**src/design/m4i_pkg.sv**
```systemverilog
`timescale 1ns / 1ps

package m4i_pkg;

    // Digit width of the shared serial multiplier.
    localparam int DIGIT_BITS = 8;

    // Slot of the final result of a run.
    localparam logic [3:0] LAST_SLOT = 4'd15;

    // Last group of the sub-determinant and cofactor phases, and the sub-determinants per row pair.
    localparam logic [3:0] SUB_LAST = 4'd11;
    localparam logic [3:0] COF_LAST = 4'd15;
    localparam logic [3:0] SUB_HALF = 4'd6;

    typedef enum logic [1:0] {
        A_ELEM = 2'd0,
        A_SUB  = 2'd1,
        A_COF  = 2'd2
    } a_sel_t;

    typedef enum logic [1:0] {
        D_SUB = 2'd0,
        D_COF = 2'd1,
        D_DET = 2'd2
    } dest_t;

    typedef enum logic [1:0] {
        PH_SUB = 2'd0,
        PH_COF = 2'd1,
        PH_DET = 2'd2
    } phase_t;

    // One multiply-accumulate step of the inversion.
    typedef struct packed {
        a_sel_t     a_sel;
        logic [3:0] a_idx;
        logic [3:0] e_idx;
        logic       neg;
        logic       first;
        logic       wr;
        dest_t      dest;
        logic [3:0] dest_idx;
    } mul_cmd_t;

    // Commands from the controller to the datapath.
    typedef struct packed {
        logic       load;
        logic       mul_start;
        mul_cmd_t   mul;
        logic       div_start;
        logic       out_load;
        logic [3:0] idx;
    } dp_cmd_t;

    // Status from the datapath to the controller.
    typedef struct packed {
        logic mul_busy;
        logic div_busy;
        logic out_free;
    } dp_status_t;

    // Index of a column pair (a < b) in the sub-determinant store.
    function automatic logic [2:0] pair_idx(logic [1:0] a, logic [1:0] b);
        logic [2:0] r;
        case (a)
            2'd0:    r = {1'b0, b} - 3'd1;
            2'd1:    r = {1'b0, b} + 3'd1;
            default: r = 3'd5;
        endcase
        return r;
    endfunction

    // Multiply step for a phase, a group and a term within the group.
    function automatic mul_cmd_t mul_cmd(phase_t ph, logic [3:0] grp, logic [1:0] term);
        mul_cmd_t   c;
        logic       rp;
        logic [2:0] p;
        logic [1:0] c0, c1, r0, r1;
        logic [1:0] i, j, k, cc0, cc1, cc2, cck, ox, oy, er;
        logic [3:0] base;
        c    = '0;
        rp   = (grp >= SUB_HALF);
        p    = rp ? 3'(grp - SUB_HALF) : grp[2:0];
        case (p)
            3'd0:    begin c0 = 2'd0; c1 = 2'd1; end
            3'd1:    begin c0 = 2'd0; c1 = 2'd2; end
            3'd2:    begin c0 = 2'd0; c1 = 2'd3; end
            3'd3:    begin c0 = 2'd1; c1 = 2'd2; end
            3'd4:    begin c0 = 2'd1; c1 = 2'd3; end
            default: begin c0 = 2'd2; c1 = 2'd3; end
        endcase
        r0   = rp ? 2'd0 : 2'd2;
        r1   = {r0[1], 1'b1};
        i    = grp[3:2];
        j    = grp[1:0];
        k    = term;
        cc0  = (2'd0 < j) ? 2'd0 : 2'd1;
        cc1  = (2'd1 < j) ? 2'd1 : 2'd2;
        cc2  = (2'd2 < j) ? 2'd2 : 2'd3;
        case (k)
            2'd0:    begin cck = cc0; ox = cc1; oy = cc2; end
            2'd1:    begin cck = cc1; ox = cc0; oy = cc2; end
            default: begin cck = cc2; ox = cc0; oy = cc1; end
        endcase
        // Cofactors of rows 0 and 1 expand over rows 2 and 3, and the other way round.
        er   = i ^ 2'd1;
        base = i[1] ? SUB_HALF : 4'd0;
        case (ph)
            PH_SUB: begin
                c.a_sel    = A_ELEM;
                c.dest     = D_SUB;
                c.dest_idx = grp;
                if (term[0] == 1'b0) begin
                    c.a_idx = {c0, r0};
                    c.e_idx = {c1, r1};
                    c.first = 1'b1;
                end else begin
                    c.a_idx = {c1, r0};
                    c.e_idx = {c0, r1};
                    c.neg   = 1'b1;
                    c.wr    = 1'b1;
                end
            end
            PH_COF: begin
                c.a_sel    = A_SUB;
                c.a_idx    = base + {1'b0, pair_idx(ox, oy)};
                c.e_idx    = {cck, er};
                c.neg      = i[0] ^ j[0] ^ k[0];
                c.first    = (k == 2'd0);
                c.wr       = (k == 2'd2);
                c.dest     = D_COF;
                c.dest_idx = grp;
            end
            default: begin
                c.a_sel    = A_COF;
                c.a_idx    = {2'b00, term};
                c.e_idx    = {term, 2'b00};
                c.first    = (term == 2'd0);
                c.wr       = (term == 2'd3);
                c.dest     = D_DET;
            end
        endcase
        return c;
    endfunction

endpackage

```
**src/design/m4i_ctrl.sv**
```systemverilog
`timescale 1ns / 1ps

module m4i_ctrl (
    input  logic                  aclk,
    input  logic                  aresetn,
    input  logic                  s_valid,
    input  logic                  s_compute,
    output logic                  s_ready,
    input  m4i_pkg::dp_status_t   status,
    output m4i_pkg::dp_cmd_t      cmd
);

    typedef enum logic [4:0] {
        ST_IDLE      = 5'b00001,
        ST_MUL_ISSUE = 5'b00010,
        ST_MUL_WAIT  = 5'b00100,
        ST_DIV_ISSUE = 5'b01000,
        ST_DIV_WAIT  = 5'b10000
    } state_t;

    state_t            state_reg, state_next;
    m4i_pkg::phase_t   phase_reg, phase_next;
    logic [3:0]        grp_reg, grp_next;
    logic [1:0]        term_reg, term_next;

    assign s_ready = (state_reg == ST_IDLE);

    // Sequencing of element loads, multiply steps, divisions and result transactions.
    always_comb begin
        state_next = state_reg;
        phase_next = phase_reg;
        grp_next   = grp_reg;
        term_next  = term_reg;
        cmd        = '0;
        cmd.idx    = grp_reg;
        unique case (state_reg)
            ST_IDLE: begin
                if (s_valid) begin
                    cmd.load = 1'b1;
                    if (s_compute) begin
                        state_next = ST_MUL_ISSUE;
                        phase_next = m4i_pkg::PH_SUB;
                        grp_next   = '0;
                        term_next  = '0;
                    end
                end
            end
            ST_MUL_ISSUE: begin
                cmd.mul_start = 1'b1;
                cmd.mul       = m4i_pkg::mul_cmd(phase_reg, grp_reg, term_reg);
                state_next    = ST_MUL_WAIT;
            end
            ST_MUL_WAIT: begin
                if (!status.mul_busy) begin
                    state_next = ST_MUL_ISSUE;
                    case (phase_reg)
                        m4i_pkg::PH_SUB: begin
                            if (term_reg == 2'd1) begin
                                term_next = '0;
                                if (grp_reg == m4i_pkg::SUB_LAST) begin
                                    phase_next = m4i_pkg::PH_COF;
                                    grp_next   = '0;
                                end else begin
                                    grp_next = grp_reg + 4'd1;
                                end
                            end else begin
                                term_next = term_reg + 2'd1;
                            end
                        end
                        m4i_pkg::PH_COF: begin
                            if (term_reg == 2'd2) begin
                                term_next = '0;
                                if (grp_reg == m4i_pkg::COF_LAST) begin
                                    phase_next = m4i_pkg::PH_DET;
                                    grp_next   = '0;
                                end else begin
                                    grp_next = grp_reg + 4'd1;
                                end
                            end else begin
                                term_next = term_reg + 2'd1;
                            end
                        end
                        default: begin
                            if (term_reg == 2'd3) begin
                                state_next = ST_DIV_ISSUE;
                                grp_next   = '0;
                                term_next  = '0;
                            end else begin
                                term_next = term_reg + 2'd1;
                            end
                        end
                    endcase
                end
            end
            ST_DIV_ISSUE: begin
                cmd.div_start = 1'b1;
                state_next    = ST_DIV_WAIT;
            end
            ST_DIV_WAIT: begin
                if (!status.div_busy && status.out_free) begin
                    cmd.out_load = 1'b1;
                    if (grp_reg == m4i_pkg::LAST_SLOT) begin
                        state_next = ST_IDLE;
                    end else begin
                        grp_next   = grp_reg + 4'd1;
                        state_next = ST_DIV_ISSUE;
                    end
                end
            end
            default: state_next = ST_IDLE;
        endcase
    end

    // Controller registers.
    always_ff @(posedge aclk) begin
        if (!aresetn) begin
            state_reg <= ST_IDLE;
            phase_reg <= m4i_pkg::PH_SUB;
            grp_reg   <= '0;
            term_reg  <= '0;
        end else begin
            state_reg <= state_next;
            phase_reg <= phase_next;
            grp_reg   <= grp_next;
            term_reg  <= term_next;
        end
    end

endmodule

```
**config.mk**
```make
export PLATFORM = sky130hd
export DESIGN_NAME = m4i_ctrl
export DESIGN_NICKNAME = d
export VERILOG_FILES = /design/src/design/m4i_pkg.sv /design/src/design/m4i_ctrl.sv
export SDC_FILE = /design/constraint.sdc
export NUM_CORES = 1
export LEC_CHECK = 0
export ABC_AREA = 1
export BUFFER_PORTS_ARGS = -buffer_cell sky130_fd_sc_hd__buf_4
export CAP_MARGIN = 20
export CELL_PAD_IN_SITES_DETAIL_PLACEMENT = 0
export CELL_PAD_IN_SITES_GLOBAL_PLACEMENT = 1
export CORE_MARGIN = 5
export CORE_UTILIZATION = 37
export DETAILED_ROUTE_END_ITERATION = 12
export GPL_TIMING_DRIVEN = 0
export PLACE_DENSITY_LB_ADDON = 0.1
export SLEW_MARGIN = 20
export SYNTH_ARGS = -nofsm -noshare
export SYNTH_HDL_FRONTEND = slang
export SYNTH_SLANG_ARGS = --single-unit
```
**constraint.sdc**
```tcl
create_clock -name aclk -period 3.6 [get_ports aclk]
set_clock_uncertainty 0.05 [all_clocks]
set_input_delay 0.36 -clock aclk [delete_from_list [all_inputs] [get_ports aclk]]
set_output_delay 0.36 -clock aclk [all_outputs]
set_load 0.005 [all_outputs]
```
==> metrics.yaml, run 1 <==
status:
  outcome: "complete, no violations"
logic_synthesis:
  synthAdderAreaFrac_pct: 11.5
  syn_area_per_cell_um2: 5.97
  ys_seq_elements: 13
  yosys.area_share.xor_xnor_pct: 1.14
  synthCells: 258
  synth_edf_count: 0
  syn_area_um2: 1540
  yosys.area.top_type: "dfxtp_1"
  yosys_warnings: 0
  synth-compound-area-share_pct: 12.3
  synthDistinctLibCells: 29
  synth_flop_cell: "dfxtp_1"
  synth-simple-area-share_pct: 46.1
  synth_nets: 278
  synth_area_leaders: "dfxtp_1 17%, nand2_1 15%, nor2_1 9.5%"
  synth_common_cells: "63 x nand2_1, 39 x nor2_1, 33 x inv_1, 20 x a21oi_1, 20 x nand3_1"
  synth.most_common_cell: "nand2_1"
  synth_top_family_by_area: "simple AND/OR/NAND/NOR gates"
  synthMuxAreaShare_pct: 0
  synth_top_area_share_pct: 16.9
  seq_area_frac_synth_pct: 16.9
  async_flop_share_pct: 0
timing:
  rsz0062_at_grt: "no"
  fmaxAchievable_ghz: 0.302
  tightestPinTransition_ns: 0.533
  relSlewSlack_pct: 64.2
  fin_crit_ns: 3.31
  setup_viol_count_final: 0
  setup_ws_ns: 0.294
  hold_viol: 0
  setup_tns_ns: 0
  hold_ws_ns: 0.315
  drv_slew: 0
  finalCritPeriodShare_pct: 91.8
detailed_routing:
  drt_iter0_markers: 80
  wirelength_um: 4570
  wl_per_cell_um: 13.1
  vias_per_cell: 5.01
  drc: 0
  vias: 1747
  ant_nets: 0
  dr.pass1.iters: 4
min_path:
  hp-class: "input pin to flop"
  hold_start: "aresetn"
placed_design:
  dp_hpwl_um: 3710
  io_buffers: 34
  preCtsSetupSlack_ns: 0.0383
  place_congestion: 0.813
pwr:
  p_comb_share_pct: 63.7
  leakagePower_uw: 0.000996
  p_clk_share_pct: 14.1
  power.density_nw_per_um2: 470
  swShare_pct: 49.7
  p_seq_share_pct: 22.2
  p_sw_uw: 462
  peakVddDrop_v: 0.000259
  internal_power_uw: 468
die:
  die_width_um: 74.5
  design.die.area_um2: 5550
  die_h_um: 74.5
  io_pins: 35
  placeableCoreArea_um2: 4030
  start_util_pct: 38.2
  rows: 23
clock_tree:
  numCtsBuffers: 3
  clockBufferDepth: 2
  clk_latency_ns: 0.24
  htree_levels: 1
  cts_root_buf: "clkbuf_8"
  clock_sinks: 13
  clk_pin_slew_ns: 0.06
  cts_tree: "built"
final_layout:
  nFillCells: 453
  largest_reg_flops: 5
  ff_latch_area_um2: 270
  multiInputGateArea_um2: 1130
  final_nets: 320
  layout-drive-gt1-share_pct: 29.4
  diodes: 0
  area_growth_pct: 28.4
global_route:
  grt.overflow.total: 0
  first_global_vias: 1613
  grt_max_degree: 11
  grt_pass1_wl_um: 7520
  antenna_found_initial: 0
  track_usage_pct: 17.4
setup_path:
  crit_chain: "clkinvlp_4 -> ha_1 -> nor2_2 -> nor2_1 -> fa_1 -> nor2_1 -> ha_1 -> inv_1 -> fa_1 -> nor2_1 -> a21oi_1 -> a21oi_1 -> buf_4"
  end_kind: "primary output"
  worstSetupStartpointType: "flop"
  cp_max_fo: 8
  crit_type: "flop to primary output"
  crit_path_frequent_cell: "nor2_1"
  worst_path_max_delay_cell: "fa_1"
  required_ns: 3.19
  max_stage_delay_ns: 0.53
  startpoint: "grp_reg[1]"
  r2r_start: "grp_reg[1]"
  arrival_ns: 2.90
run:
  cap_viol_max_count: 0
==> stage by stage <==
stage / util, % / cell area, um^2 / total power (uW) / instances
6_report: 49.1 / 1980 / 930 / 349
3_3_place_gp: 46.1 / 1860 / 771 / 342
4_1_cts: 47.4 / 1910 / 908 / 346
2_1_floorplan: - / 1540 / 607 / 258
5_1_grt: 49.1 / 1980 / 1020 / 349
3_5_place_dp: 46.1 / 1860 / 770 / 342
==> critical path, delay by kind of cell, from the launching register on <==
family          cells  cell delay (ns)
fa+ha+maj           4             1.36
flops               1             0.41
simple gates        4             0.37
buf+inv             3             0.34
compound gates      2             0.17
==> final timing paths <==
kind                            slack [ns]      endpoint  cells past startpoint
worst max-delay path                  0.29       cmd[21]                     13
worst min-delay path                  0.31  state_reg[0]                      2
worst max register to register        1.92    grp_reg[1]                      9
worst min register to register        0.46   term_reg[1]                      2
==> layer usage <==
layer	GRT usage [%]	vias up	wire length, um
li1	-	903	-
met1	23.3	784	2030
met2	28.5	49	2150
met3	1.76	11	284
met4	6.92	0	112
met5	0	-	0
==> power by group through the flow <==
stage                     sequential (uW)  combinational (uW)  clock, uW
after floorplan                       198                 409          0
after global placement                202                 569          0
after detailed placement              204                 566          0
after CTS                             201                 571        137
after global routing                  212                 667        141
final                                 206                 592        131
==> layout make-up <==
class,instances,share of cell area (%)
flip-flops and latches,13,13.7
well taps,50,3.16
inverters,40,7.91
multi-input cells,200,57.0
repair buffers,37,14.1
clock buffers,4,2.28
plain buffers,5,1.96
==> placed cells by master, fill, tap and decap left out, types with 3 or more instances in the layout <==
| cell type | instances |
|---|---|
| nand2_1 | 62 |
| buf_4 | 40 |
| nor2_1 | 36 |
| inv_1 | 28 |
| nand3_1 | 20 |
| a21oi_1 | 19 |
| inv_2 | 10 |
| ha_1 | 10 |
| dfxtp_1 | 9 |
| nor2_2 | 8 |
| nor3_1 | 6 |
| nor2_4 | 5 |
| nand2_2 | 5 |
| nand4_1 | 5 |
| o21ai_0 | 4 |
| nand3_2 | 3 |
| clkbuf_8 | 3 |
==> logic make-up (layout without fill, tap and decap cells) <==
family | Yosys count | after routing
buffers and inverters | 45 | 86
flip-flops | 13 | 13
AO/OA/AOI/OAI | 33 | 33
AND/OR/NAND/NOR | 152 | 152
XOR/XNOR | 2 | 2
adder cells (fa/ha/maj) | 13 | 13
==> timing repair <==
action	4_1_cts	5_1_grt
endpoints found under the setup margin	2	1
setup buffers	0	3
cloned	0	0
pin swaps	0	2
gates resized for setup	4	17
hold buffers	0	0
Note: power is estimated with default switching activity, not from simulation.
==> run 2, diff against run 1 <==
Settings changed: CORE_MARGIN 5 to 4.
==> metrics.yaml, run 2 (synthesis results as in run 1) <==
status:
  outcome: "complete, no violations"  # unchanged
setup_path:
  ff2ff_path_depth: 8  # was 9
  crit_type: "flop to primary output"  # unchanged
  crit_path_frequent_cell: "nor2_1"  # unchanged
  cp_max_fo: 8  # unchanged
  end_kind: "primary output"  # unchanged
  worstSetupStartpointType: "flop"  # unchanged
  rrSetupSlack_ns: 1.92  # about the same
  required_ns: 3.19  # about the same
  crit_chain: "clkinvlp_4 -> ha_1 -> nor2_2 -> nor2_1 -> fa_1 -> nor2_1 -> ha_1 -> inv_1 -> fa_1 -> nor2_1 -> a21oi_1 -> a21oi_1 -> buf_4"  # unchanged
  r2r_start: "state_reg[3]"  # was grp_reg[1]
  crit_buf_inv: 3  # unchanged
  arrival_ns: 2.96  # was 2.90 ns
  path_delay_family: "adder cells"  # unchanged
  r2r_end: "state_reg[0]"  # was grp_reg[1]
  worst_path_max_delay_cell: "fa_1"  # unchanged
  max_stage_delay_ns: 0.54  # was 0.53 ns
final_layout:
  layout-drive-gt1-share_pct: 30.7  # was 29.4%
  ff_latch_area_um2: 270  # unchanged
  most-common-layout-cells: "62 x nand2_1, 44 x buf_4, 36 x nor2_1, 28 x inv_1, 20 x nand3_1"  # was 62 x nand2_1, 40 x buf_4, 36 x nor2_1, 28 x inv_1, 20 x nand3_1
  final_nets: 324  # was 320
  area_growth_pct: 31.4  # was 28.4%
  multiInputGateArea_um2: 1140  # was 1130 um^2
  diodes: 0  # unchanged
  largest_reg_flops: 5  # unchanged
  nFillCells: 446  # was 453
  layout.cells.most_common: "nand2_1"  # unchanged
  utilization_pct: 50.6  # was 49.1%
global_route:
  track_usage_pct: 17.9  # was 17.4%
  grt_max_degree: 11  # unchanged
  grt_pass1_wl_um: 7630  # was 7520 um
  grt.overflow.total: 0  # unchanged
  gr-usage-met2_pct: 29.2  # was 28.5%
  use_met3_pct: 3.32  # was 1.76%
  busiest_layer: "met2"  # unchanged
  first_global_vias: 1603  # was 1,613
  antenna_found_initial: 0  # unchanged
  use_met1_pct: 25.6  # was 23.3%
timing:
  finalCritPeriodShare_pct: 93.7  # was 91.8%
  fmaxAchievable_ghz: 0.296  # was 0.302 GHz
  fin_crit_ns: 3.37  # was 3.31 ns
  relSlewSlack_pct: 63.6  # was 64.2%
  drv_slew: 0  # unchanged
  setup_viol_count_final: 0  # unchanged
  hold_viol: 0  # unchanged
  tightestPinTransition_ns: 0.542  # was 0.533 ns
detailed_routing:
  dr.pass1.iters: 5  # was 4
  drc: 0  # unchanged
  vias_per_cell: 4.91  # was 5.01
  ant_nets: 0  # unchanged
  drt_iter0_markers: 114  # was 80
  wirelength_um: 4420  # was 4570 um
  wl_per_cell_um: 12.5  # was 13.1 um
  vias: 1734  # was 1,747
placed_design:
  dp_hpwl_um: 3610  # was 3710 um
  io_buffers: 34  # unchanged
  place_congestion: 0.878  # was 0.813
clock_tree:
  cts_root_buf: "clkbuf_8"  # unchanged
  cts_tree: "built"  # unchanged
  numCtsBuffers: 3  # unchanged
  htree_levels: 1  # unchanged
  clk_pin_slew_ns: 0.06  # about the same
  clockBufferDepth: 2  # unchanged
  clock_sinks: 13  # unchanged
  clk_latency_ns: 0.24  # about the same
die:
  placeableCoreArea_um2: 4000  # was 4030 um^2
  die_h_um: 72.5  # was 74.5 um
  start_util_pct: 38.5  # was 38.2%
  die_width_um: 72.5  # was 74.5 um
  design.die.area_um2: 5260  # was 5550 um^2
  rows: 23  # unchanged
  io_pins: 35  # unchanged
pwr:
  peakVddDrop_v: 0.000297  # was 0.000259 V
  internal_power_uw: 476  # was 468 uW
  swShare_pct: 49.3  # was 49.7%
  power_uw: 939  # was 930 uW
  power.density_nw_per_um2: 464  # was 470 nW/um^2
  p_comb_share_pct: 64.1  # was 63.7%
  p_seq_share_pct: 22.0  # was 22.2%
  leakagePower_uw: 0.00102  # was 0.000996 uW
  p_clk_share_pct: 13.9  # was 14.1%
  p_sw_uw: 463  # was 462 uW
min_path:
  hold_end: "state_reg[0]"  # unchanged
  whs_path_depth: 2  # unchanged
  hold_start: "aresetn"  # unchanged
  hp-class: "input pin to flop"  # unchanged
run:
  cap_viol_max_count: 0  # unchanged
[run 2: repair_timing]
item | 4_1_cts | 5_1_grt
endpoints found under the setup margin | 2 | 2
gates resized for setup | 3 | 20
setup buffers | 0 | 7
hold buffers | 0 | 0
endpoints found under the hold margin | 0 | 0
[run 2: area by class of cell]
type                       count  share of cell area, %
multi-input combinational    200                   56.5
clock inverter                 1                  0.247
inverter                      40                   7.61
clock buffer                   3                   2.04
timing repair buffer          41                   15.2
buffer                         5                   1.92
tap                           50                   3.09
sequential                    13                   13.4
[run 2: worst max path at each step]
stage / start / to / slack, ns / depth (start not counted)
final: grp_reg[1] / cmd[21] / 0.23 / 13
after global routing: grp_reg[1] / cmd[21] / -0.008 / 13
after CTS: term_reg[1] / cmd[21] / 0.02 / 15
after detailed placement: term_reg[0] / cmd[21] / 0.03 / 15
after global placement: term_reg[0] / cmd[21] / 0.04 / 15
after floorplan: term_reg[0] / cmd[21] / 0.49 / 14
[run 2: power by group through the flow]
stage	sequential [uW]	combinational, uW	clock (uW)
floorplan	198	409	0
global placement	202	562	0
detailed placement	203	563	0
CTS	199	566	136
global route	212	687	148
finish	206	602	131
[run 2: per-stage QoR]
step | std cells | TNS (ns) | setup WS (ns) | area (um^2) | hold slack (ns)
global placement | 342 | 0 | 0.0440 | 1860 | 0.464
finish | 353 | 0 | 0.226 | 2020 | 0.308
floorplan | 258 | 0 | 0.487 | 1540 | 0.394
global route | 353 | -0.00766 | -0.00766 | 2020 | 0.314
detailed placement | 342 | 0 | 0.0291 | 1860 | 0.467
CTS | 346 | 0 | 0.0197 | 1910 | 0.304
[run 2: routing by layer]
layer | part of all wire [%] | routed length [um]
met1 | 49 | 2190
met5 | 0 | 0
met2 | 44 | 1960
met3 | 5.9 | 260
met4 | 0.43 | 19
==> run 3, diff against run 2 <==
Settings changed: CORE_MARGIN 4 to 2.
Clock period 3.6 ns to 3.5 ns, I/O delays scaled along.
==> metrics.yaml, run 3 (synthesis results as in run 1) <==
global_route:
  antenna_found_initial: 0  # unchanged
  first_global_vias: 1488  # was 1,603
  grt_max_degree: 11  # unchanged
  track_usage_pct: 20.6  # was 17.9%
  grt.overflow.total: 0  # unchanged
  grt_pass1_wl_um: 7220  # was 7630 um
final_layout:
  area_growth_pct: 28.9  # was 31.4%
  largest_reg_flops: 5  # unchanged
  layout.cells.most_common: "nand2_1"  # unchanged
  layout-drive-gt1-share_pct: 30.0  # was 30.7%
  final_nets: 321  # was 324
  diodes: 0  # unchanged
  most-common-layout-cells: "62 x nand2_1, 40 x buf_4, 36 x nor2_1, 28 x inv_1, 20 x nand3_1"  # was 62 x nand2_1, 44 x buf_4, 36 x nor2_1, 28 x inv_1, 20 x nand3_1
die:
  die_h_um: 68.5  # was 72.5 um
  start_util_pct: 38.5  # unchanged
  die_width_um: 68.5  # was 72.5 um
  design.die.area_um2: 4690  # was 5260 um^2
  io_pins: 35  # unchanged
  placeableCoreArea_um2: 4000  # unchanged
  rows: 23  # unchanged
status:
  outcome: "complete, no violations"  # unchanged
pwr:
  leakagePower_uw: 0.00101  # was 0.00102 uW
  power.density_nw_per_um2: 476  # was 464 nW/um^2
  power_uw: 944  # was 939 uW
  peakVddDrop_v: 0.000306  # was 0.000297 V
min_path:
  hold_start: "aresetn"  # unchanged
  hp-class: "input pin to flop"  # unchanged
  hold_end: "state_reg[0]"  # unchanged
  whs_path_depth: 2  # unchanged
timing:
  finalCritPeriodShare_pct: 95.1
  relSlewSlack_pct: 65.2  # was 63.6%
  hold_ws_ns: 0.290  # was 0.308 ns
  hold_viol: 0  # unchanged
  fin_crit_ns: 3.33
  setup_viol_count_final: 0  # unchanged
  fmaxAchievable_ghz: 0.301
  tightestPinTransition_ns: 0.518  # was 0.542 ns
  drv_slew: 0  # unchanged
detailed_routing:
  wirelength_um: 4320  # was 4420 um
  ant_nets: 0  # unchanged
  vias: 1702  # was 1,734
  vias_per_cell: 4.86  # was 4.91
  drc: 0  # unchanged
  drt_iter0_markers: 114  # unchanged
  wl_per_cell_um: 12.3  # was 12.5 um
  dr.pass1.iters: 4  # was 5
clock_tree:
  clock_sinks: 13  # unchanged
  clockBufferDepth: 2  # unchanged
  clk_latency_ns: 0.25  # was 0.24 ns
  cts_tree: "built"  # unchanged
  clk_pin_slew_ns: 0.06  # about the same
  cts_hold_buffers: 0  # unchanged
  cts_root_buf: "clkbuf_8"  # unchanged
  numCtsBuffers: 3  # unchanged
  htree_levels: 1  # unchanged
setup_path:
  rrSetupSlack_ns: 1.83  # was 1.92 ns
  r2r_start: "grp_reg[1]"  # was state_reg[3]
  arrival_ns: 2.93  # was 2.96 ns
  crit_type: "flop to primary output"  # unchanged
  worstSetupStartpointType: "flop"  # unchanged
  end_kind: "primary output"  # unchanged
  required_ns: 3.10  # was 3.19 ns
  ff2ff_path_depth: 9  # was 8
  cp_max_fo: 7  # was 8
  startpoint: "term_reg[0]"  # was grp_reg[1]
  r2r_end: "grp_reg[1]"  # was state_reg[0]
placed_design:
  dp_hpwl_um: 3510  # was 3610 um
  io_buffers: 34  # unchanged
  place_congestion: 0.792  # was 0.878
run:
  cap_viol_max_count: 0  # unchanged
## run 3: changes by cell type in the layout (fill, tap and decap cells not counted), sizes merged
cell | before | now
buf | 45 | 41
clkbuf | 4 | 5
## run 3: worst max path at each step
stage	to	slack, ns	cells after the start
after global routing	cmd[21]	-0.006	15
after global placement	cmd[21]	-0.06	15
after CTS	cmd[21]	0.0006	15
after floorplan	cmd[21]	0.40	14
final	cmd[21]	0.17	15
after detailed placement	cmd[21]	-0.05	15
## run 3: cell type report
type                    instances  area, um^2
multi-input cells             200        1130
clock buffers                   3        41.3
inverters                      40         159
repair buffers                 38         283
flip-flops and latches         13         270
well taps                      50        62.6
plain buffers                   5        38.8
fillers                       448        2010
clock inverters                 1        5.00
## run 3: repair_timing
item | 4_1_cts | 5_1_grt
buffers inserted | 0 | 4
gates resized for setup | 8 | 15
pin swaps | 1 | 1
hold endpoints to repair | 0 | 0
setup endpoints to repair | 2 | 2
## run 3: power by group
group          leakage, uW  internal [uW]  total [uW]  switching, uW
logic             0.000872            217         592            375
clock network    0.0000255           78.8         140           61.3
registers         0.000108            178         212           34.9
## run 3: per-stage QoR
stage                     worst slack (ns)  area, um^2  std cells  util (%)  TNS [ns]
after detailed placement           -0.0523        1860        342      46.4   -0.0523
after global placement             -0.0591        1860        342      46.4   -0.0591
after CTS                         0.000594        1920        346      48.0         0
after global routing              -0.00574        1990        350      49.6  -0.00574
after floorplan                      0.397        1540        258         -         0
final                                0.173        1990        350      49.6         0
## run 3: critical path: stages, from the launching register on
cell and delay, ns:
dfxtp_4 0.37, inv_4 0.09, ha_2 0.24, inv_4 0.07
nand2_4 0.09, nor2_4 0.05, a21oi_2 0.13, fa_1 0.43
nor2_1 0.13, ha_1 0.15, inv_1 0.05, fa_1 0.48
nor2_1 0.05, a21oi_1 0.14, a21oi_1 0.08, buf_4 0.14
## run 3: metal layers
metal,global-route usage (%),share of wire [%]
met5,0,0
met4,3.00,0.32
met3,3.41,4.8
met2,31.3,43
met1,30.9,52
